### config.mk
export PLATFORM = sky130hd
export DESIGN_NAME = wnpm_queue
export DESIGN_NICKNAME = d
export VERILOG_FILES = /design/src/sv/wnpm_queue.sv
export SDC_FILE = /design/constraint.sdc
export NUM_CORES = 1
export LEC_CHECK = 0
export BUFFER_PORTS_ARGS = -buffer_cell sky130_fd_sc_hd__buf_2
export CAP_MARGIN = 5
export CORE_ASPECT_RATIO = 1.75
export CORE_MARGIN = 2
export CORE_UTILIZATION = 30
export CTS_CLUSTER_DIAMETER = 100
export DETAILED_ROUTE_END_ITERATION = 8
export PLACE_DENSITY = 0.59
export SYNTH_ARGS = -nofsm -noshare
export SYNTH_HDL_FRONTEND = slang
export SYNTH_SLANG_ARGS = --single-unit
### constraint.sdc
create_clock -name clk -period 1 [get_ports clk]
set_input_delay 0.15 -clock clk [delete_from_list [all_inputs] [get_ports clk]]
set_output_delay 0.15 -clock clk [all_outputs]
set_load 0.005 [all_outputs]
### src/sv/wnpm_queue.sv
`timescale 1ns / 1ps
`default_nettype none
// Two-entry queue between front and back
module wnpm_queue #(
  parameter int WIDTH = 8
) (
  input  wire logic             clk,
  input  wire logic             rst,
  input  wire logic             push,
  input  wire logic [WIDTH-1:0] din,
  input  wire logic             pop,
  output logic      [WIDTH-1:0] dout,
  output logic                  full,
  output logic                  empty
);

  logic [WIDTH-1:0] slot [2];
  logic             wptr;
  logic             rptr;
  logic [1:0]       fill;

  assign full  = (fill == 2'd2);
  assign empty = (fill == 2'd0);
  assign dout  = slot[rptr];

  always_ff @(posedge clk) begin
    if (push) begin
      slot[wptr] <= din;
    end
  end

  always_ff @(posedge clk) begin
    if (rst) begin
      wptr <= 1'b0;
      rptr <= 1'b0;
      fill <= 2'd0;
    end else begin
      if (push) begin
        wptr <= !wptr;
      end
      if (pop) begin
        rptr <= !rptr;
      end
      case ({push, pop})
        2'b10:   fill <= fill + 2'd1;
        2'b01:   fill <= fill - 2'd1;
        default: fill <= fill;
      endcase
    end
  end

endmodule
`default_nettype wire

### Yosys cells after proc, flatten, opt, wreduce, memory -nomap -nowiden

Memory sizes are Yosys's and may differ from the RTL's. A register that Yosys moved wholly into a read port is not among the register bits.
Cells that the tools add are included.

| word-level totals | value |
|---|---|
| register bits after elaboration | 4 |
| bits in writable memories | 16 |
| input bits | 12 |
| output and inout port bits | 10 |
| logic and storage cells | 18 |
| memories | 1 |

Memory list:

| memory | depth | width | rd ports | clocked after Yosys merged registers in | write ports | RTL line | RTL |
|---|---|---|---|---|---|---|---|
| slot | 2 | 8 | 1 | 1 | 1 | 17 | `logic [WIDTH-1:0] slot [2];` |

| operators by class | value |
|---|---|
| add/sub/neg operators | 2 |
| equal/unequal tests | 3 |
| mux-type cells | 5 |
| reductions and logical operators | 4 |

Operator list:

| kind | count |
|---|---|
| $eq A2 B2 Y1 const B | 2 |
| $mux W1 | 4 |
| $pmux W2 S2 | 1 |
| $add A2 B1 Y2 const B | 1 |
| $eq A2 B1 Y1 const B | 1 |
| $logic_not A1 Y1 | 2 |
| $logic_not A2 Y1 | 1 |
| $reduce_bool A2 Y1 | 1 |
| $sub A2 B1 Y2 const B | 1 |

### Longest topological paths before layout

| logic depth | value |
|---|---|
| depth in word-level cells | 3 |
| mapped depth | 5 |
| gate-level depth less buffers | 5 |

### Worst setup path after synthesis

Ideal clock, no wire load.

| timing path | value |
|---|---|
| path type | flip-flop to flip-flop |
| start | reg wptr |
| end | mem slot[0][0], enable pin |
| library setup time | 0.370 ns |
| data arrival time | 0.694 ns |
| required time | 0.630 ns |
| slack | -0.065 ns |
| stages on the path, launching flop included | 2 |
| buffers on the path | 0 |
| period minus slack after synthesis | 1.065 ns |
| path through | dfxtp_1 > nor2_1 |

RTL lines:

| item | RTL line | RTL |
|---|---|---|
| from (decl) | 18 | `logic wptr;` |
| from (signal assigned) | 39 | `wptr <= !wptr;` |
| to (decl) | 17 |  |

No word-level cell before the write port.

==> reports/qor.yml <==
rsz0062_at_grt: "yes"
p_total_uw: 1930
combPwrFrac: 0.194
post-route-drc-count: 0
end_kind: "primary output"
gr-usage-met3: 0.0151
syn-num-nets: 60
gp_congestion: 0.611
drt_iter0_markers: 4
die_w_um: 42.6
cts_num_sinks: 21
slew_violations: 0
die_y_um: 71.5
cap_violations: 0
cts_buffer_depth: 2
hold_buffers: 0
p_leak_uw: 0.000479
vias_per_cell: 4.36
slew_headroom: 0.867
grt_use_total: 0.0922
crit_path_cell_trace: "buf_12 -> mux2_4 -> buf_6"
initial_core_util: 0.313
min_path_type: "input port to flop"
postLayoutCellArea_um2: 1160
setup_viol: 10
cpMaxStageDelayCell: "dfxtp_2"
ys_warn_count: 0
rows: 24
cts_tree: "yes"
avgRoutedWirePerCell_um: 11.1
final_net_count: 95
synth_area_um2: 781
ys_async_sr_fraction: 0
numCtsBuffers: 3
tightest_slew_ns: 0.198
seqPwrFrac: 0.541
grt_max_degree: 12
io_pins: 22
ys_ff_latch: 21
firstDrtPassIters: 3
ys_top_cells_by_count: "16 x edfxtp_1, 8 x mux2_2, 6 x nor2_1, 5 x dfxtp_1, 3 x xnor2_1"
cts_root_buf: "clkbuf_8"
grt_pass1_vias: 517
ctsHtreeMaxLevel: 1
pwr-share-clk: 0.265
cp-start-kind: "flop"
yosysTopAreaCell: "edfxtp_1"
syn_area_per_cell_um2: 16.6
path_class: "flop to primary output"
skew_ns: 0.000956
worstPathMaxFanout: 8
hold_viol_final: 0
syn-instance-count: 47
grtUsageMet2: 0.179
setup_ws_ns: -0.288
place_area_um2: 1020
ir_drop_mv: 1.06
grtUsageMet1: 0.0810
ys_seq_area_frac: 0.744
grt_pass1_wl_mm: 2.10
postRouteAntennaNets: 0
period_needed_ns: 1.29
via_count: 467
synth_edf_count: 16
required_ns: 0.85
dp_hpwl_um: 927
fmaxAchievable_mhz: 776
ys_types: 14
power_density_nw_per_um2: 1650
ys.flop_type: "edfxtp_1"
p_int_uw: 1540
swShare: 0.202
gr-max-usage-layer: "met2"
fp.coreArea_um2: 2490
switchingPower_uw: 389
die-area_um2: 3040
synth.top_cell.area_share: 0.615
worst_skew_pair.late_latency_ns: 0.25
antenna_found_initial: 0
n_antenna_cell: 0
yosysMostFrequentCell: "edfxtp_1"
syn_to_final_growth_pct: 49.0
drive_gt1_frac: 0.617
clkTransAtPathRegs_ns: 0.07
crit_path_max_incr_delay_ns: 0.34
wirelength_mm: 1.19
gr-total-overflow: 0
finalCritPeriodShare: 1.29
status: "complete, but fails checks"
port-buffer-count: 21
violations: "negative setup slack"
yosys-top-cells-area: "edfxtp_1 62%, dfxtp_1 13%, mux2_2 12%"
arrival_ns: 1.14
[sequential cells by signal, indices dropped and copies added, names as in the netlist, named ones only]
name	count
slot	16
fill	2
rptr	1
wptr	1
[power by group through the flow]
stage	logic, µW	registers, µW	clock network (µW)
final	373	1040	511
after global routing	411	1050	574
after CTS	367	1040	529
after detailed placement	290	1050	0
after global placement	284	1050	0
after floorplan	137	1050	0
[critical path: cells and delay by family, from the launching register on]
family   cells  cell delay (ns)
flops        1             0.34
buf+inv      2             0.25
mux          1             0.30
[placed cells by master (no fill, tap or decap), types with 2 or more instances in the layout]
cell type	n
nor2_1	4
nor2_2	2
edfxtp_1	16
clkbuf_8	3
buf_2	14
mux2_4	8
dfxtp_1	2
buf_12	2
buf_6	8
dfxtp_2	2
xnor2_1	3
buf_4	7
[cell type report]
type	count	area (µm²)
Clock buffer	4	45.0
Timing Repair Buffer	31	253
Tap cell	26	32.5
Inverter	1	3.75
Fill cell	228	1330
Multi-Input combinational cell	24	243
Sequential cell	21	587
[final timing paths]
| path | end | startpoint | slack [ns] | depth (start not counted) |
|---|---|---|---|---|
| min | slot[1][2] | din[2] | 0.09 | 1 |
| max | dout[3] | flop | -0.29 | 3 |
| min reg2reg | flop | rptr | 0.53 | 2 |
| max reg2reg | fill[1] | fill[0] | 0.01 | 3 |
[through the flow]
step	std cells	TNS, ns	utilization	hold WS (ns)	worst slack, ns
CTS	107	-2.49	0.460	0.0863	-0.297
detailed placement	102	-0.547	0.410	0.346	-0.0996
finish	107	-2.37	0.467	0.0900	-0.288
floorplan	47	0	-	0.219	0.0235
global route	107	-2.82	0.467	0.0810	-0.333
global placement	102	-0.551	0.410	0.341	-0.0669
[metal layers]
| metal | part of all wire | wire length (µm) |
|---|---|---|
| met1 | 0.33 | 387 |
| met2 | 0.61 | 724 |
| met3 | 0.046 | 55 |
| met4 | 0.014 | 17 |
| met5 | 0 | 0 |
[cell families after synthesis]
group | after synthesis | share of synthesized area
flops | 21 | 0.744
simple gates | 9 | 0.0561
mux | 8 | 0.115
xor+xnor | 4 | 0.0449
compound gates | 2 | 0.0128
buf+inv | 2 | 0.0112
fa+ha+maj | 1 | 0.0160
[timing repair]
item / in CTS / in global routing
pin swaps: 1 / 2
setup buffers: 1 / 0
endpoints found under the hold margin: 0 / 0
endpoints found under the setup margin: 11 / 18
gates resized for setup: 17 / 5
Power figures use the tool's default switching activity.
