## src/sv/wnpm_pkg.sv

```systemverilog
`timescale 1ns / 1ps
`default_nettype none
package wnpm_pkg;

  // Item codes
  localparam logic FUNC_WRITE = 1'b0;
  localparam logic FUNC_QUERY = 1'b1;

  // Configuration port
  localparam int CFG_INDEX_BITS = 3;
  localparam int CFG_DATA_BITS  = 11;
  localparam logic [CFG_INDEX_BITS-1:0] CFG_ENTRIES      = 3'd0;
  localparam logic [CFG_INDEX_BITS-1:0] CFG_WEIGHT_RED   = 3'd1;
  localparam logic [CFG_INDEX_BITS-1:0] CFG_WEIGHT_GREEN = 3'd2;
  localparam logic [CFG_INDEX_BITS-1:0] CFG_WEIGHT_BLUE  = 3'd3;
  localparam logic [CFG_INDEX_BITS-1:0] CFG_FLOOR        = 3'd4;

  localparam int ENTRIES_BITS = 9;
  localparam int WEIGHT_BITS  = 4;
  localparam int FLOOR_BITS   = 11;
  localparam int INDEX_BITS   = 8;

  localparam logic [ENTRIES_BITS-1:0] ENTRIES_RST = 9'd68;
  localparam logic [WEIGHT_BITS-1:0]  WRED_RST    = 4'd8;
  localparam logic [WEIGHT_BITS-1:0]  WGREEN_RST  = 4'd12;
  localparam logic [WEIGHT_BITS-1:0]  WBLUE_RST   = 4'd1;
  localparam logic [FLOOR_BITS-1:0]   FLOOR_RST   = 11'd51;

  // Distance limit is 10000.0 in squared-component units
  localparam int LIMIT_INT  = 10000;
  localparam int LIMIT_BITS = 14;

  typedef struct packed {
    logic [ENTRIES_BITS-1:0] entries_in_use;
    logic [WEIGHT_BITS-1:0]  weight_red;
    logic [WEIGHT_BITS-1:0]  weight_green;
    logic [WEIGHT_BITS-1:0]  weight_blue;
    logic [FLOOR_BITS-1:0]   intensity_floor;
  } cfg_t;

endpackage
`default_nettype wire

```

## src/sv/wnpm_ifs.sv

```systemverilog
`timescale 1ns / 1ps
`default_nettype none
// Command channel: palette writes and queries
interface wnpm_cmd_if #(parameter int COMPONENT_BITS = 10) ();
  logic                      valid;
  logic                      ready;
  logic                      func;
  logic [7:0]                entry_index;
  logic [COMPONENT_BITS-1:0] red;
  logic [COMPONENT_BITS-1:0] green;
  logic [COMPONENT_BITS-1:0] blue;
  modport source (output valid, func, entry_index, red, green, blue, input ready);
  modport sink (input valid, func, entry_index, red, green, blue, output ready);
endinterface

`default_nettype wire

```

## src/sv/wnpm_front.sv

```systemverilog
`timescale 1ns / 1ps
`default_nettype none
// Takes commands, computes the intensity of the color and queues the item.
module wnpm_front #(
  parameter int COMPONENT_BITS = 10,
  parameter int ITEM_BITS = 1 + 8 + 4 * COMPONENT_BITS + 1
) (
  input  wire logic                 clk,
  input  wire logic                 rst,
  wnpm_cmd_if.sink                  cmd,
  input  wire logic                 q_full,
  output logic                      q_push,
  output logic      [ITEM_BITS-1:0] q_item
);
  import wnpm_pkg::*;

  localparam int CB = COMPONENT_BITS;
  localparam int RB = CB + 1;
  localparam int SW = 2 * RB;
  localparam int BW = $clog2(RB);

  localparam logic [1:0] F_IDLE = 2'd0;
  localparam logic [1:0] F_SQ   = 2'd1;
  localparam logic [1:0] F_ROOT = 2'd2;
  localparam logic [1:0] F_PUSH = 2'd3;

  logic [1:0]            state;
  logic                  func;
  logic [INDEX_BITS-1:0] idx;
  logic [CB-1:0]         r, g, b;
  logic [SW-1:0]         sum;
  logic [RB-1:0]         root;
  logic [BW-1:0]         bitpos;
  logic [RB-1:0]         cand;
  logic [SW-1:0]         cand_sq;

  assign cmd.ready = (state == F_IDLE);
  assign q_push    = (state == F_PUSH) && !q_full;
  assign q_item    = {func, idx, r, g, b, root};

  // One root bit per cycle: keep the trial bit if its square still fits
  assign cand    = root | (RB'(1) << bitpos);
  assign cand_sq = cand * cand;

  always_ff @(posedge clk) begin
    if (rst) begin
      state <= F_IDLE;
    end else begin
      case (state)
        F_IDLE: begin
          if (cmd.valid) begin
            func  <= cmd.func;
            idx   <= cmd.entry_index;
            r     <= cmd.red;
            g     <= cmd.green;
            b     <= cmd.blue;
            state <= F_SQ;
          end
        end
        F_SQ: begin
          sum    <= SW'(r * r) + SW'(g * g) + SW'(b * b);
          root   <= '0;
          bitpos <= BW'(RB - 1);
          state  <= F_ROOT;
        end
        F_ROOT: begin
          if (cand_sq <= sum) begin
            root <= cand;
          end
          if (bitpos == '0) begin
            state <= F_PUSH;
          end else begin
            bitpos <= bitpos - 1'b1;
          end
        end
        F_PUSH: begin
          if (!q_full) begin
            state <= F_IDLE;
          end
        end
        default: state <= F_IDLE;
      endcase
    end
  end

endmodule
`default_nettype wire

```

## src/flat_wrapper.sv

```systemverilog
// flat-port wrapper written by rule: the top's interface ports become plain ports
module wnpm_front_flat import wnpm_pkg::*;
#(
  parameter int COMPONENT_BITS = 10,
  parameter int ITEM_BITS = 1 + 8 + 4 * COMPONENT_BITS + 1
)
  (clk, rst, q_full, q_push, q_item, cmd_valid, cmd_func, cmd_entry_index, cmd_red, cmd_green, cmd_blue, cmd_ready);
  wnpm_cmd_if #(.COMPONENT_BITS(COMPONENT_BITS)) cmd_i ();
  input  wire logic clk;
  input  wire logic rst;
  input  wire logic q_full;
  output logic q_push;
  output logic      [ITEM_BITS-1:0] q_item;
  input wire logic [$bits(cmd_i.valid)-1:0] cmd_valid;
  input wire logic [$bits(cmd_i.func)-1:0] cmd_func;
  input wire logic [$bits(cmd_i.entry_index)-1:0] cmd_entry_index;
  input wire logic [$bits(cmd_i.red)-1:0] cmd_red;
  input wire logic [$bits(cmd_i.green)-1:0] cmd_green;
  input wire logic [$bits(cmd_i.blue)-1:0] cmd_blue;
  output wire logic [$bits(cmd_i.ready)-1:0] cmd_ready;
  assign cmd_i.valid = cmd_valid;
  assign cmd_i.func = cmd_func;
  assign cmd_i.entry_index = cmd_entry_index;
  assign cmd_i.red = cmd_red;
  assign cmd_i.green = cmd_green;
  assign cmd_i.blue = cmd_blue;
  assign cmd_ready = cmd_i.ready;
  wnpm_front #(.COMPONENT_BITS(COMPONENT_BITS), .ITEM_BITS(ITEM_BITS)) u_core (.clk(clk), .rst(rst), .cmd(cmd_i), .q_full(q_full), .q_push(q_push), .q_item(q_item));
endmodule
```

## config.mk

```make
export PLATFORM = sky130hd
export DESIGN_NAME = wnpm_front_flat
export DESIGN_NICKNAME = d
export VERILOG_FILES = /design/src/sv/wnpm_pkg.sv /design/src/sv/wnpm_ifs.sv /design/src/sv/wnpm_front.sv /design/src/flat_wrapper.sv
export SDC_FILE = /design/constraint.sdc
export NUM_CORES = 1
export LEC_CHECK = 0
export ABC_AREA = 1
export BUFFER_PORTS_ARGS = -buffer_cell sky130_fd_sc_hd__buf_2
export CELL_PAD_IN_SITES_DETAIL_PLACEMENT = 0
export CELL_PAD_IN_SITES_GLOBAL_PLACEMENT = 2
export CORE_MARGIN = 2
export CORE_UTILIZATION = 35
export DETAILED_ROUTE_END_ITERATION = 8
export PLACE_DENSITY = 0.76
export SLEW_MARGIN = 40
export SYNTH_ARGS = -nofsm -noshare
export SYNTH_HDL_FRONTEND = slang
export SYNTH_SLANG_ARGS = --single-unit
```

## constraint.sdc

```tcl
create_clock -name clk -period 8.1 [get_ports clk]
set_clock_uncertainty 0.05 [all_clocks]
set_input_delay 1.62 -clock clk [delete_from_list [all_inputs] [get_ports clk]]
set_output_delay 1.62 -clock clk [all_outputs]
set_load 0.005 [all_outputs]
```

# Word-level counts from Yosys, hierarchy flattened
# Index checks and enable logic that the tools add are counted.
[totals] out_inout_bits=52 ff_bits=78 word_cells=46 input_bits=43
[classes] magnitude_cmp=1 addsub=3 n_mux=8 n_mul=4 shifts=1 eq_ne=8 reduce_logical=10 bitwise_logic=2
[ops] op="10-bit by 10-bit multiplier with 20-bit output" count=3
[ops] op="22-bit by 20-bit adder with 22-bit output" count=1
[ops] op="22-bit less-or-equal comparator" count=1
[ops] op="11-bit by 11-bit multiplier with 22-bit output" count=1
[ops] op="11-bit one-hot mux with 2 select lines" count=1
[ops] op="20-bit by 20-bit adder with 21-bit output" count=1
[ops] op="3-bit AND reduction" count=4
[ops] op="11-bit 2-to-1 mux" count=1
[ops] op="11-bit bitwise OR" count=1
[ops] op="1-bit by 4-bit left shift with 11-bit output, first input constant" count=1
[ops] op="2-bit one-hot mux with 4 select lines" count=1
[ops] op="4-bit one-hot mux with 2 select lines" count=1
[ops] op="2-bit 2-to-1 mux" count=3
[ops] op="2-bit inequality test, second input constant" count=3
[ops] op="2-bit equality test, second input constant" count=2
[ops] op="4-bit zero test" count=1
[ops] op="4-bit 2-to-1 mux" count=1
[ops] op="2-bit by 1-bit inequality test with 1-bit output, second input constant" count=2
[ops] op="4-bit by 1-bit subtractor with 4-bit output, second input constant" count=1
[ops] op="2-bit by 1-bit equality test with 1-bit output, second input constant" count=1
[ops] op="2-bit zero test" count=1
[ops] op="2-bit AND reduction" count=1
[ops] op="2-bit nonzero test" count=1
[ops] op="1-bit logical AND" count=1
[ops] op="other kinds (2)" count=2

# Depth between registers and ports, before layout
[depth] word_depth=6 mapped_depth=37

# Worst setup path after synthesis
# Ideal clock, no wire load.
[synth_path] path_type="reg2reg" startpoint="register u_core.r[2]" endpoint="register u_core.sum[19] (data pin)" t_required_ps=7798 path_stages_with_launch=34 setup_slack_ps=75 arrival_time_ps=7723 synth_period_minus_slack_ps=8025 path_cell_list="edfxtp_1 > clkbuf_1 > nand2_1 > fa_1 > inv_1 > fa_1 > inv_1 > fa_1 > inv_1 > fa_1 > fa_1 > fa_1 > inv_1 > fa_1 > inv_1 > ha_1 > nand2_1 > nor2_1 > nor2_1 > nand2_1 > xnor2_1 > fa_1 > fa_1 > fa_1 > inv_1 > ha_1 > nand2_1 > inv_1 > a21oi_1 > nand3_1 > nand2_1 > nand2_1 > nand2_1 > nand2_1"
[synth_between] elab_chain_len=3
[synth_rtl] element="from (decl)" line_no="wnpm_front.sv:30" rtl="logic [CB-1:0] r, g, b;"
[synth_rtl] element="from (signal assigned)" line_no="wnpm_front.sv:54" rtl="r <= cmd.red;"
[synth_rtl] element="10-bit by 10-bit multiplier with 20-bit output" line_no="wnpm_front.sv:61" rtl="sum <= SW'(r * r) + SW'(g * g) + SW'(b * b);"
[synth_rtl] element="20-bit by 20-bit adder with 21-bit output" line_no="wnpm_front.sv:61"
[synth_rtl] element="22-bit by 20-bit adder with 22-bit output" line_no="wnpm_front.sv:61"
[synth_rtl] element="to (signal assigned)" line_no="wnpm_front.sv:61"
[synth_rtl] element="to (decl)" line_no="wnpm_front.sv:31" rtl="logic [SW-1:0] sum;"
# Every way passes these cells.
# A chain may end at the register's enable or synchronous reset.

# Final worst setup path
[layout_path] startpoint="register u_core.g[3]" endpoint="register u_core.sum[20] (data pin)"
[layout_between] elab_chain_len=3
[layout_rtl] element="from (decl)" line_no="wnpm_front.sv:30"
[layout_rtl] element="from (signal assigned)" line_no="wnpm_front.sv:55" rtl="g <= cmd.green;"
[layout_rtl] element="10-bit by 10-bit multiplier with 20-bit output" line_no="wnpm_front.sv:61"
[layout_rtl] element="20-bit by 20-bit adder with 21-bit output" line_no="wnpm_front.sv:61"
[layout_rtl] element="22-bit by 20-bit adder with 22-bit output" line_no="wnpm_front.sv:61"
# Every way passes these cells.

==> flow_metrics.tcl <==
set metrics [dict create \
    cts_buffers 9 \
    yosysSeqAreaShare 0.140 \
    drv_slew 0 \
    postLayoutCellArea_um2 19300 \
    path_clk_slew_ns 0.08 \
    slew_headroom 0.566 \
    violations "DRC" \
    async_flop_share 0 \
    detail_route.iter0.violations 577 \
    worstPathRequired_ns 8.20 \
    drive_gt1_frac 0.164 \
    cts_max_path_buffers 2 \
    worst_pin_slew_ns 0.651 \
    root_buffer "clkbuf_16" \
    hold_class "flip-flop to flip-flop" \
    synth_fp_nets 2556 \
    num_vias 12500 \
    crit_fanout 4 \
    initial_core_util 0.355 \
    viasPerCell 4.45 \
    slowest_stage "fa_1" \
    wirelength_um 40100 \
    final_core_util 0.414 \
    yosys_register_bits 78 \
    status "finished with violations" \
    finalNetCount 2722 \
    synth_warnings 0 \
    synth_area_per_cell_um2 8.15 \
    syn_to_final_growth_pct 16.6 \
    max_stage_delay_ns 0.61 \
    worstSetupStartpointType "flip-flop" \
    ant_nets 0 \
    min_period_ns 8.05 \
    rows 79 \
    hold_viol 0 \
    yosys-top-cells-count "601 x inv_1, 462 x nand2_1, 258 x fa_1, 223 x ha_1, 110 x nor2_1" \
    drt_pass1_iterations 7 \
    worstSkewPairLatency_ns 0.39 \
    syn-cell-area_um2 16600 \
    cp.arrival_ns 8.15 \
    yosys.cell_count.top_type "inv_1" \
    end_kind "flip-flop" \
    place_congestion 0.832 \
    postPlaceCellArea_um2 18300 \
    htreeDepth 3 \
    dieArea_um2 49100 \
    yosysUniqueCellTypes 40 \
    cap_violations 0 \
    wl_per_cell_um 14.3 \
    grt_max_degree 27 \
    rsz0062_at_grt "yes" \
    cts_tree "done" \
    num_io_pins 95 \
    grtUsageTotal 0.175 \
    dp_hpwl_um 35000 \
    core_um2 46700 \
    synthTopCellsByArea "fa_1 31%, ha_1 17%, edfxtp_1 14%" \
    antenna_found_initial 0 \
    synth_edf_count 76 \
    grt_pass1_vias 13600 \
    crit_path_frequent_cell "fa_1" \
    drc_errors 6 \
    overflow 0 \
    diodes 0 \
    die_x_um 222 \
    yosysTopAreaCell "fa_1" \
    synth_ff_type "edfxtp_1" \
    portBuffers 94 \
    synthCells 2032 \
    cts.sinks 78 \
    die_y_um 222 \
    critPathKind "flip-flop to flip-flop" \
    fmax_mhz 124 \
    grt_first_pass_wirelength_um 68900 \
    period_share 0.993 \
    synth_top_area_share 0.312 \
    finalSetupViolations 0 \
]
## worst max-delay path: cells and delay by family, from the launching register on
family	cells	cell delay, ns
fa+ha+maj	12	5.54
simple gates	9	0.81
buf+inv	7	0.46
flops	1	0.45
compound gates	2	0.32
xor+xnor	1	0.16
## registers in the layout, indices dropped and copies added (netlist names)
| register | count |
|---|---|
| u_core.b | 10 |
| u_core.bitpos | 4 |
| u_core.func | 1 |
| u_core.g | 10 |
| u_core.idx | 8 |
| u_core.r | 10 |
| u_core.root | 11 |
| u_core.state | 2 |
| u_core.sum | 22 |
## metal layers
metal	up-vias	routed length (µm)	global-route usage
met1	6053	19300	0.235
met5	-	0	0
li1	6302	-	-
met2	133	19300	0.303
met4	0	551	0.0390
met3	23	1020	0.0205
## layout make-up
type / instances / area, µm²
flip-flops and latches: 78 / 2320
clock inverters: 7 / 62.6
repair buffers: 195 / 1270
multi-input cells: 1304 / 12400
inverters: 610 / 2300
fillers: 4854 / 27300
well taps: 607 / 759
clock buffers: 9 / 225
## what timing repair did
action                                 CTS  global route
buffers inserted                         0            11
pin swaps                                2            67
gates resized for setup                 33           117
endpoints found under the hold margin    0             0
setup endpoints to repair               11            15
hold buffers                             0             0
## cell usage in the layout, fill, tap and decap left out, types with 4 or more instances in the layout
cell	instances
o21ai_0	10
buf_6	9
nand4_1	13
buf_2	94
nor3_1	5
a21oi_1	36
xnor2_1	20
ha_4	15
buf_4	91
ha_1	205
a21oi_4	6
xor2_2	8
nand3_1	51
fa_1	254
nor2_1	98
nor2_2	9
nand2_1	426
a31oi_2	4
o21bai_1	11
o21ai_2	4
edfxtp_1	76
fa_2	4
nand3_2	6
nor2_4	6
nand2_2	34
inv_2	24
inv_1	583
nand3b_1	7
nand2_4	9
a21oi_2	9
xor2_1	25
a21o_1	8
clkbuf_16	9
## kinds of logic (layout without fill, tap and decap cells)
kind of cell,after synthesis,count (layout),share of synthesized area
compound gates,98,98,0.0374
simple gates,671,671,0.164
buf+inv,650,821,0.149
fa+ha+maj,481,481,0.480
xor+xnor,54,54,0.0290
flops,78,78,0.140
## per-stage QoR
stage,setup TNS [ns],setup WS (ns),hold slack (ns),std cells
2_1_floorplan,0,0.0746,0.448,2032
3_3_place_gp,-0.714,-0.143,0.469,2783
3_5_place_dp,-0.835,-0.168,0.489,2783
4_1_cts,0,0.0213,0.505,2799
5_1_grt,-1.75,-0.223,0.550,2810
6_report,0,0.0542,0.500,2810
## final timing paths
check                       start         endpoint  slack [ns]  cells after the start
hold reg to reg   u_core.state[1]  u_core.state[1]        0.50                      2
setup / recovery      u_core.g[3]   u_core.sum[20]        0.05                     31
hold / removal    u_core.state[1]  u_core.state[1]        0.50                      2
setup reg to reg      u_core.g[3]   u_core.sum[20]        0.05                     31
Power is left out: the tool's default activity adds up to more than one toggle a clock period on the data nets, which glitch-free logic cannot reach.
